File: src/sv/bba_pkg.sv
// ============================================================================
// Bitmap block allocator package
// Shared widths, defaults, status codes and divider request/response types.
// ============================================================================
package bba_pkg;

    localparam int ADDR_W   = 20;
    localparam int CNT_W    = 11;
    localparam int STATUS_W = 2;

    localparam int NUM_BLOCKS_DEF   = 1024;
    localparam int BLOCK_BYTES_DEF  = 512;
    localparam int SUPER_BLOCKS_DEF = 1;
    localparam int MAP_BLOCKS_DEF   = 1;

    localparam logic [CNT_W-1:0] TOTAL_RESET = CNT_W'(1024);

    typedef enum logic {
        CMD_ALLOC = 1'b0,
        CMD_FREE  = 1'b1
    } bba_cmd_t;

    typedef enum logic [STATUS_W-1:0] {
        ST_OK      = 2'd0,
        ST_NOSPACE = 2'd1,
        ST_BELOW   = 2'd2,
        ST_BEYOND  = 2'd3
    } bba_status_t;

    typedef struct packed {
        logic              start;
        logic [ADDR_W-1:0] dividend;
    } bba_div_req_t;

    typedef struct packed {
        logic              done;
        logic [ADDR_W-1:0] quotient;
    } bba_div_rsp_t;

endpackage

File: src/sv/bba_map_ram.sv
// ============================================================================
// Bitmap row memory
// One write port, one read port, registered read data.
// ============================================================================
module bba_map_ram #(
    parameter int ROWS   = 32,
    parameter int WORD_W = 32,
    parameter int ROW_W  = 5
) (
    input  logic              clk,
    input  logic              wr_en,
    input  logic [ROW_W-1:0]  wr_addr,
    input  logic [WORD_W-1:0] wr_data,
    input  logic [ROW_W-1:0]  rd_addr,
    output logic [WORD_W-1:0] rd_data
);

    logic [WORD_W-1:0] mem [ROWS];

    always_ff @(posedge clk)
    begin
        if (wr_en)
        begin
            mem[wr_addr] <= wr_data;
        end
    end

    always_ff @(posedge clk)
    begin
        rd_data <= mem[rd_addr];
    end

endmodule

File: src/sv/bba_div.sv
// ============================================================================
// Address-to-index divider
// Division by a constant through a precomputed reciprocal, with a registered result.
// ============================================================================
module bba_div #(
    parameter int DIVISOR = 512
) (
    input  logic                  clk,
    input  logic                  rst_n,
    input  bba_pkg::bba_div_req_t req,
    output bba_pkg::bba_div_rsp_t rsp
);

    import bba_pkg::*;

    // q = (x * ceil(2^(ADDR_W+L) / DIVISOR)) >> (ADDR_W+L), L = ceil(log2(DIVISOR))
    localparam int SHIFT_L = (DIVISOR > 1) ? $clog2(DIVISOR) : 0;
    localparam int SHIFT   = ADDR_W + SHIFT_L;
    localparam int RECIP_W = ADDR_W + 2;
    localparam int PROD_W  = SHIFT + ADDR_W;
    localparam longint unsigned RECIP =
        ((longint'(1) << SHIFT) + longint'(DIVISOR) - longint'(1)) / longint'(DIVISOR);
    localparam logic [RECIP_W-1:0] RECIP_K = RECIP_W'(RECIP);

    logic              done_reg, done_next;
    logic [PROD_W-1:0] prod_reg, prod_next;

    always_comb
    begin
        done_next = req.start;
        prod_next = prod_reg;
        if (req.start)
        begin
            prod_next = PROD_W'(req.dividend) * PROD_W'(RECIP_K);
        end
    end

    always_ff @(posedge clk or negedge rst_n)
    begin
        if (!rst_n)
        begin
            done_reg <= 1'b0;
            prod_reg <= '0;
        end
        else
        begin
            done_reg <= done_next;
            prod_reg <= prod_next;
        end
    end

    assign rsp.done     = done_reg;
    assign rsp.quotient = prod_reg[SHIFT +: ADDR_W];

endmodule

File: src/sv/bitmap_block_allocator.sv
// ============================================================================
// Bitmap block allocator
// First-fit allocator over a one-bit-per-block used map with a used count.
// ============================================================================
// After reset the map memory is cleared one 32-bit row per cycle; in_ready
// stays low during that sweep, cfg writes are taken at any time. An allocate
// reads and tests one map row at a time (S_RD, then S_CHK) through the single
// map read port, starting at the lowest row that may hold a free block, and
// then forms the address in S_MUL and S_ADDR and loads the response in
// S_RESP. A free turns the byte address into a block index with a reciprocal
// multiply by the block size and then does a read-modify-write of one row;
// an address beyond the map or below the data area skips the row update. One
// request is in flight at a time; the next request is taken while the
// previous response waits at the output, and a response still held there
// stalls the next one in its last cycle.
module bitmap_block_allocator #(
    parameter int NUM_BLOCKS   = bba_pkg::NUM_BLOCKS_DEF,
    parameter int BLOCK_BYTES  = bba_pkg::BLOCK_BYTES_DEF,
    parameter int SUPER_BLOCKS = bba_pkg::SUPER_BLOCKS_DEF,
    parameter int MAP_BLOCKS   = bba_pkg::MAP_BLOCKS_DEF
) (
    input  logic                          clk,
    input  logic                          rst_n,
    input  logic                          cfg_valid,
    output logic                          cfg_ready,
    input  logic [bba_pkg::CNT_W-1:0]     cfg_data,
    input  logic                          in_valid,
    output logic                          in_ready,
    input  logic                          command,
    input  logic [bba_pkg::ADDR_W-1:0]    free_address,
    output logic                          out_valid,
    input  logic                          out_ready,
    output logic [bba_pkg::STATUS_W-1:0]  status,
    output logic [bba_pkg::ADDR_W-1:0]    block_address,
    output logic [bba_pkg::CNT_W-1:0]     used_blocks
);

    import bba_pkg::*;

    localparam int WORD_W = 32;
    localparam int BIT_W  = 5;
    localparam int ROWS   = (NUM_BLOCKS + WORD_W - 1) / WORD_W;
    localparam int ROW_W  = (ROWS > 1) ? $clog2(ROWS) : 1;
    localparam int LAST_BITS = NUM_BLOCKS - (ROWS - 1) * WORD_W;

    localparam logic [ROW_W-1:0]  LAST_ROW = ROW_W'(ROWS - 1);
    localparam logic [WORD_W-1:0] PAD_MASK =
        WORD_W'(~((64'd1 << LAST_BITS) - 64'd1));

    localparam longint unsigned DATA_BASE =
        (longint'(SUPER_BLOCKS) + longint'(MAP_BLOCKS)) * longint'(BLOCK_BYTES);
    localparam bit                BASE_BIG = (DATA_BASE >> ADDR_W) != 0;
    localparam logic [ADDR_W-1:0] BASE_MOD = ADDR_W'(DATA_BASE);
    localparam logic [ADDR_W-1:0] BB_MOD   = ADDR_W'(BLOCK_BYTES);
    localparam logic [ADDR_W-1:0] NB_LIM   = ADDR_W'(NUM_BLOCKS);

    typedef enum logic [3:0] {
        S_CLEAR,
        S_IDLE,
        S_RD,
        S_CHK,
        S_MUL,
        S_ADDR,
        S_DIV,
        S_FRD,
        S_FCHK,
        S_RESP
    } state_t;

    function automatic logic [BIT_W:0] first_zero(input logic [WORD_W-1:0] w);
        logic [BIT_W:0] r;
        r = '0;
        for (int i = WORD_W - 1; i >= 0; i--)
        begin
            if (!w[i])
            begin
                r = {1'b1, BIT_W'(i)};
            end
        end
        return r;
    endfunction

    state_t            state_reg, state_next;
    logic [ROW_W-1:0]  row_ptr_reg, row_ptr_next;
    logic [ROW_W-1:0]  hint_reg, hint_next;
    logic [BIT_W-1:0]  bit_reg, bit_next;
    logic [CNT_W-1:0]  used_count_reg, used_count_next;
    logic [CNT_W-1:0]  total_blocks_reg, total_blocks_next;
    bba_status_t       res_status_reg, res_status_next;
    logic [ADDR_W-1:0] res_addr_reg, res_addr_next;
    logic [ADDR_W-1:0] prod_reg, prod_next;
    bba_div_req_t      div_req_reg, div_req_next;
    logic              out_valid_reg, out_valid_next;
    logic [STATUS_W-1:0] status_reg, status_next;
    logic [ADDR_W-1:0] block_address_reg, block_address_next;
    logic [CNT_W-1:0]  used_blocks_reg, used_blocks_next;

    bba_div_rsp_t      div_rsp;
    logic              wr_en;
    logic [ROW_W-1:0]  wr_addr;
    logic [WORD_W-1:0] wr_data;
    logic [WORD_W-1:0] rd_data;
    logic [WORD_W-1:0] scan_word;
    logic [BIT_W:0]    zero_hit;
    logic [WORD_W-1:0] bit_onehot;
    logic [ADDR_W-1:0] block_idx;

    bba_map_ram #(
        .ROWS   (ROWS),
        .WORD_W (WORD_W),
        .ROW_W  (ROW_W)
    ) u_map (
        .clk     (clk),
        .wr_en   (wr_en),
        .wr_addr (wr_addr),
        .wr_data (wr_data),
        .rd_addr (row_ptr_reg),
        .rd_data (rd_data)
    );

    bba_div #(
        .DIVISOR (BLOCK_BYTES)
    ) u_div (
        .clk   (clk),
        .rst_n (rst_n),
        .req   (div_req_reg),
        .rsp   (div_rsp)
    );

    assign scan_word  = (row_ptr_reg == LAST_ROW) ? (rd_data | PAD_MASK) : rd_data;
    assign zero_hit   = first_zero(scan_word);
    assign bit_onehot = WORD_W'(1) << bit_reg;
    assign block_idx  = ADDR_W'({row_ptr_reg, bit_reg});

    assign in_ready  = (state_reg == S_IDLE);
    assign cfg_ready = 1'b1;

    always_comb
    begin
        wr_en   = 1'b0;
        wr_addr = row_ptr_reg;
        wr_data = '0;
        case (state_reg)
            S_CLEAR:
            begin
                wr_en = 1'b1;
            end
            S_CHK:
            begin
                wr_en   = zero_hit[BIT_W];
                wr_data = rd_data | (WORD_W'(1) << zero_hit[BIT_W-1:0]);
            end
            S_FCHK:
            begin
                wr_en   = 1'b1;
                wr_data = rd_data & ~bit_onehot;
            end
            default:
            begin
                wr_en = 1'b0;
            end
        endcase
    end

    always_comb
    begin
        state_next         = state_reg;
        row_ptr_next       = row_ptr_reg;
        hint_next          = hint_reg;
        bit_next           = bit_reg;
        used_count_next    = used_count_reg;
        total_blocks_next  = total_blocks_reg;
        res_status_next    = res_status_reg;
        res_addr_next      = res_addr_reg;
        prod_next          = prod_reg;
        div_req_next       = div_req_reg;
        div_req_next.start = 1'b0;
        out_valid_next     = out_valid_reg;
        status_next        = status_reg;
        block_address_next = block_address_reg;
        used_blocks_next   = used_blocks_reg;

        if (cfg_valid && cfg_ready)
        begin
            total_blocks_next = cfg_data;
        end

        if (out_valid_reg && out_ready)
        begin
            out_valid_next = 1'b0;
        end

        case (state_reg)
            S_CLEAR:
            begin
                row_ptr_next = row_ptr_reg + ROW_W'(1);
                if (row_ptr_reg == LAST_ROW)
                begin
                    row_ptr_next = '0;
                    state_next   = S_IDLE;
                end
            end
            S_IDLE:
            begin
                res_addr_next   = '0;
                res_status_next = ST_OK;
                if (in_valid)
                begin
                    if (command == CMD_ALLOC)
                    begin
                        if (used_count_reg >= total_blocks_reg)
                        begin
                            res_status_next = ST_NOSPACE;
                            state_next      = S_RESP;
                        end
                        else
                        begin
                            row_ptr_next = hint_reg;
                            state_next   = S_RD;
                        end
                    end
                    else if (BASE_BIG || (free_address < BASE_MOD))
                    begin
                        res_status_next = ST_BELOW;
                        state_next      = S_RESP;
                    end
                    else
                    begin
                        div_req_next.start    = 1'b1;
                        div_req_next.dividend = free_address - BASE_MOD;
                        state_next            = S_DIV;
                    end
                end
            end
            S_RD:
            begin
                state_next = S_CHK;
            end
            S_CHK:
            begin
                if (zero_hit[BIT_W])
                begin
                    bit_next        = zero_hit[BIT_W-1:0];
                    hint_next       = row_ptr_reg;
                    used_count_next = used_count_reg + CNT_W'(1);
                    state_next      = S_MUL;
                end
                else if (row_ptr_reg == LAST_ROW)
                begin
                    res_status_next = ST_NOSPACE;
                    state_next      = S_RESP;
                end
                else
                begin
                    row_ptr_next = row_ptr_reg + ROW_W'(1);
                    state_next   = S_RD;
                end
            end
            S_MUL:
            begin
                prod_next  = ADDR_W'(block_idx * BB_MOD);
                state_next = S_ADDR;
            end
            S_ADDR:
            begin
                res_addr_next = BASE_MOD + prod_reg;
                state_next    = S_RESP;
            end
            S_DIV:
            begin
                if (div_rsp.done)
                begin
                    if (div_rsp.quotient >= NB_LIM)
                    begin
                        res_status_next = ST_BEYOND;
                        state_next      = S_RESP;
                    end
                    else
                    begin
                        row_ptr_next = div_rsp.quotient[BIT_W +: ROW_W];
                        bit_next     = div_rsp.quotient[BIT_W-1:0];
                        state_next   = S_FRD;
                    end
                end
            end
            S_FRD:
            begin
                state_next = S_FCHK;
            end
            S_FCHK:
            begin
                if (used_count_reg != '0)
                begin
                    used_count_next = used_count_reg - CNT_W'(1);
                end
                if (row_ptr_reg < hint_reg)
                begin
                    hint_next = row_ptr_reg;
                end
                state_next = S_RESP;
            end
            S_RESP:
            begin
                if (!out_valid_reg || out_ready)
                begin
                    out_valid_next     = 1'b1;
                    status_next        = res_status_reg;
                    block_address_next = res_addr_reg;
                    used_blocks_next   = used_count_reg;
                    state_next         = S_IDLE;
                end
            end
            default:
            begin
                state_next = S_IDLE;
            end
        endcase
    end

    always_ff @(posedge clk or negedge rst_n)
    begin
        if (!rst_n)
        begin
            state_reg         <= S_CLEAR;
            row_ptr_reg       <= '0;
            hint_reg          <= '0;
            bit_reg           <= '0;
            used_count_reg    <= '0;
            total_blocks_reg  <= TOTAL_RESET;
            res_status_reg    <= ST_OK;
            res_addr_reg      <= '0;
            prod_reg          <= '0;
            div_req_reg       <= '0;
            out_valid_reg     <= 1'b0;
            status_reg        <= '0;
            block_address_reg <= '0;
            used_blocks_reg   <= '0;
        end
        else
        begin
            state_reg         <= state_next;
            row_ptr_reg       <= row_ptr_next;
            hint_reg          <= hint_next;
            bit_reg           <= bit_next;
            used_count_reg    <= used_count_next;
            total_blocks_reg  <= total_blocks_next;
            res_status_reg    <= res_status_next;
            res_addr_reg      <= res_addr_next;
            prod_reg          <= prod_next;
            div_req_reg       <= div_req_next;
            out_valid_reg     <= out_valid_next;
            status_reg        <= status_next;
            block_address_reg <= block_address_next;
            used_blocks_reg   <= used_blocks_next;
        end
    end

    assign out_valid     = out_valid_reg;
    assign status        = status_reg;
    assign block_address = block_address_reg;
    assign used_blocks   = used_blocks_reg;

    // one request in flight
    a_single_request: assert property (@(posedge clk) disable iff (!rst_n)
        (in_valid && in_ready) |=> !in_ready)
        else $error("request accepted while busy");

    a_count_bound: assert property (@(posedge clk) disable iff (!rst_n)
        (32'(used_count_reg) <= NUM_BLOCKS))
        else $error("used count beyond map size");

    a_hint_bound: assert property (@(posedge clk) disable iff (!rst_n)
        (hint_reg <= LAST_ROW))
        else $error("scan hint beyond last row");

    a_fail_no_addr: assert property (@(posedge clk) disable iff (!rst_n)
        (out_valid && (status != ST_OK)) |-> (block_address == '0))
        else $error("failed request returned an address");

    a_count_moves: assert property (@(posedge clk) disable iff (!rst_n)
        !$stable(used_count_reg) |->
            ($past(state_reg) == S_CHK || $past(state_reg) == S_FCHK))
        else $error("used count changed outside map update");

endmodule
File: config.mk
export PLATFORM = sky130hd
export DESIGN_NAME = bitmap_block_allocator
export DESIGN_NICKNAME = d
export VERILOG_FILES = /design/src/sv/bba_pkg.sv /design/src/sv/bba_map_ram.sv /design/src/sv/bba_div.sv /design/src/sv/bitmap_block_allocator.sv
export SDC_FILE = /design/constraint.sdc
export NUM_CORES = 1
export LEC_CHECK = 0
export BUFFER_PORTS_ARGS = -buffer_cell sky130_fd_sc_hd__clkbuf_2
export CAP_MARGIN = 20
export CORE_ASPECT_RATIO = 1.1
export CORE_MARGIN = 3
export CORE_UTILIZATION = 54
export CTS_BUF_LIST = sky130_fd_sc_hd__clkbuf_2
export CTS_CLUSTER_SIZE = 30
export DETAILED_ROUTE_END_ITERATION = 8
export GPL_TIMING_DRIVEN = 0
export PLACE_DENSITY = 0.7
export SYNTH_ARGS = -nofsm -noshare
export SYNTH_HDL_FRONTEND = slang
export SYNTH_SLANG_ARGS = --single-unit
File: constraint.sdc
create_clock -name clk -period 10.2 [get_ports clk]
set_input_delay 1.02 -clock clk [delete_from_list [all_inputs] [get_ports clk]]
set_output_delay 1.02 -clock clk [all_outputs]
set_load 0.03 [all_outputs]
==> metrics <==
status finished clean; Clock Latency Late Sink 1560 ps; Mapped Cells ~2400; Die Y ~310 um; ANT nets after route 0; RSZ-0062 raised after global routing false; share of layout cells above drive strength 1 about a third; core box area around 84000 sq um; drt pass-1 iters 6; Critical Path Fanout Max 13; crit path kind reg2reg; Critical Path RT 11370 ps; area leader, netlist edfxtp_1; startpoint type of the worst setup path flop; CTS H-tree lvls 5; Critical Path End Type flop; Pleak between 15 and 20 nW; slowest cell on the critical path buf_1; hold wc startpoint cfg_valid; Starting Density about 55%; worst-case clock buffer depth 4; Max Clock Skew around 150 ps; Tightest Pin Transition ~1300 ps; # placed instances 3696; Cell Area, Placed ~50000 sq um; CTS Root Cell clkbuf_2; vias in the first global route between 20000 and 30000; max_slew headroom between 10% and 20%; CTS tree yes; DR WL/cell around 31 um; CP arrival around 6000 ps; area of the multi-input gates between 10000 and 15000 sq um; DRC viols 0; FMAX about 210 MHz; minimum clock period 4717 ps; GR Overflow Total 0; Synth-to-Final Area Change 14.27%; count of maximum capacitance violations 0; total power between 8 and 9 mW; non-filler cells in the finished layout between 4000 and 5000; Reg area 34220 sq um; Avg Cell Area, Syn 18.97 sq um; Synth top area share about 67%; row count around 110; Final WS setup approximately 5500 ps; fillers 5981; Bufs and invs on worst path 6; Final setup viols 0; antenna violations before repair 3; RR Startpoint row_ptr_reg[1]; power density over the cells 155.2 nW/um^2; Final nets between 2000 and 3000; number of synthesized register bits ~1200; setup TNS 0 ps; largest net degree at the start of global routing ~110; Cell Chain, Critical Path clkbuf_1 -> clkbuf_1 -> buf_1 -> inv_1 -> ha_1 -> nand2_1 -> nor2_4 -> buf_12 -> buf_16; number of synthesized flops with an enable pin a little over 1000; max reg flops between 1000 and 1500; CP dominant cell by count clkbuf_1; Mapped Area about 46000 sq um; max-slew violations 0; PostCTS Resize Cnt 0; first-pass GRT wire length 190800 um; RD Place Congestion 0.9547; vias 27240; CP top delay family buffers and inverters; Design Area, Final 52640 sq um; Tot GR Track Use between 30% and 40%; sequential share of the synthesized area roughly three quarters; Ys Warns 0; clk sinks approximately 1200; Vias/cell between 6 and 7; top cells by area, synth edfxtp_1 67%, mux4_2 13%, dfrtp_1 6.1%; top_reg_cell synth edfxtp_1; full die area 88850 sq um; period utilization approximately 46%; Routed WL about 130000 um; Async SR Flop Fraction under 10%; # IOs between 70 and 80; # port buffers 53; HP Class in2reg; total CTS buffers 293; CP Launch Point row_ptr_reg[1]; worst ir drop on vdd 0.08812 mV; DP Wirelength 88350 um; Iter 0 DRT Violations between 3000 and 4000; clk slew on worst S/H paths around 100 ps; pre-CTS WS ~5600 ps; Die W roughly 280 um; Final Hold Viols 0; Worst path max stage delay between 800 and 900 ps; Netlist cell types 66
## worst reg2reg max path, cell delays in order, from the launching register on
cell	delay (ps)
dfrtp_1	430
clkbuf_1	600
clkbuf_1	700
buf_1	820
inv_1	270
ha_1	280
nand2_1	610
nor2_4	260
buf_12	260
buf_16	180
## synthesized netlist by cell type (20+ instances only)
cell,number
nand2_1,104
buf_2,26
ha_1,31
inv_1,40
mux2_2,48
dfxtp_1,32
mux4_2,256
a21oi_1,60
edfxtp_1,1024
clkbuf_1,88
nand4_1,51
a22oi_1,130
nor2_1,78
dfrtp_1,112
nand3_1,20
o21ai_0,99
## repair_timing
action,in CTS,in global routing
buffers inserted,0,0
endpoints found under the hold margin,141,0
hold buffers,47,0
## area by class of cell
class	instances	area share, %
Sequential cell	1169	65.00
Inverter	41	0.2923
Multi-Input combinational cell	1089	21.75
Clock inverter	72	0.6394
Clock buffer	428	4.069
Buffer	137	1.134
Antenna cell	5	0.02377
Tap cell	1130	2.686
Timing Repair Buffer	187	4.404
## report_power, final
group | internal, mW | switching (mW)
Sequential | 5.13 | 0.00132
Clock | 1.16 | 1.82
Combinational | 0.0272 | 0.0321
## path summary, 6_finish.rpt
check / end / slack [ps] / cells past startpoint
worst max-delay path: u_map.mem[25][13] / 5480 / 9
worst min-delay path: total_blocks_reg[6] / 130 / 3
worst max register to register: u_map.mem[25][13] / 5480 / 9
worst min register to register: u_div.done_reg / 410 / 0
max in group asynchronous: total_blocks_reg[2] / 9300 / 2
min in group asynchronous: state_reg[3] / 190 / 2
## metrics by stage
stage / utilization, % / hold slack [ps]
after floorplan: - / 380.2
after global placement: 56.95 / 398.7
after detailed placement: 59.05 / 415.2
after CTS: 62.56 / 1.205
after global routing: 62.75 / 72.07
final: 62.75 / 126.5
## logic make-up after synthesis
family / Yosys count / synth area share [%]
xor+xnor: 23 / 0.4373
other cells: 2 / 0.01630
compound gates: 369 / 5.182
mux: 308 / 13.78
flops: 1169 / 74.28
buf+inv: 178 / 1.630
simple gates: 347 / 3.792
fa+ha+maj: 32 / 0.8854
## layer usage
| metal | global-route usage [%] | routed length, um | up-vias |
|---|---|---|---|
| met5 | 0 | 0 | - |
| met4 | 13.63 | 5836 | 0 |
| met1 | 39.63 | 48510 | 13950 |
| met3 | 7.498 | 13750 | 329 |
| met2 | 48.87 | 64910 | 1856 |
| li1 | - | - | 11100 |
## placed cells by master, fill, tap and decap left out, types with 11 or more instances in the layout
master	count
nor2_4	32
buf_8	42
buf_4	11
nand3_1	20
clkbuf_1	88
nor2_1	42
nor3_1	19
inv_1	40
mux2_2	48
nand2_1	104
buf_12	32
dlygate4sd3_1	47
a21oi_1	55
dfxtp_1	32
a22oi_1	130
ha_1	31
nand4_1	51
buf_2	26
xor2_1	14
edfxtp_1	1024
o21ai_2	14
mux4_2	256
dfrtp_1	112
clkinv_1	58
o21ai_0	85
a31oi_1	18
clkbuf_2	482
(Power assumes the default switching activity.)
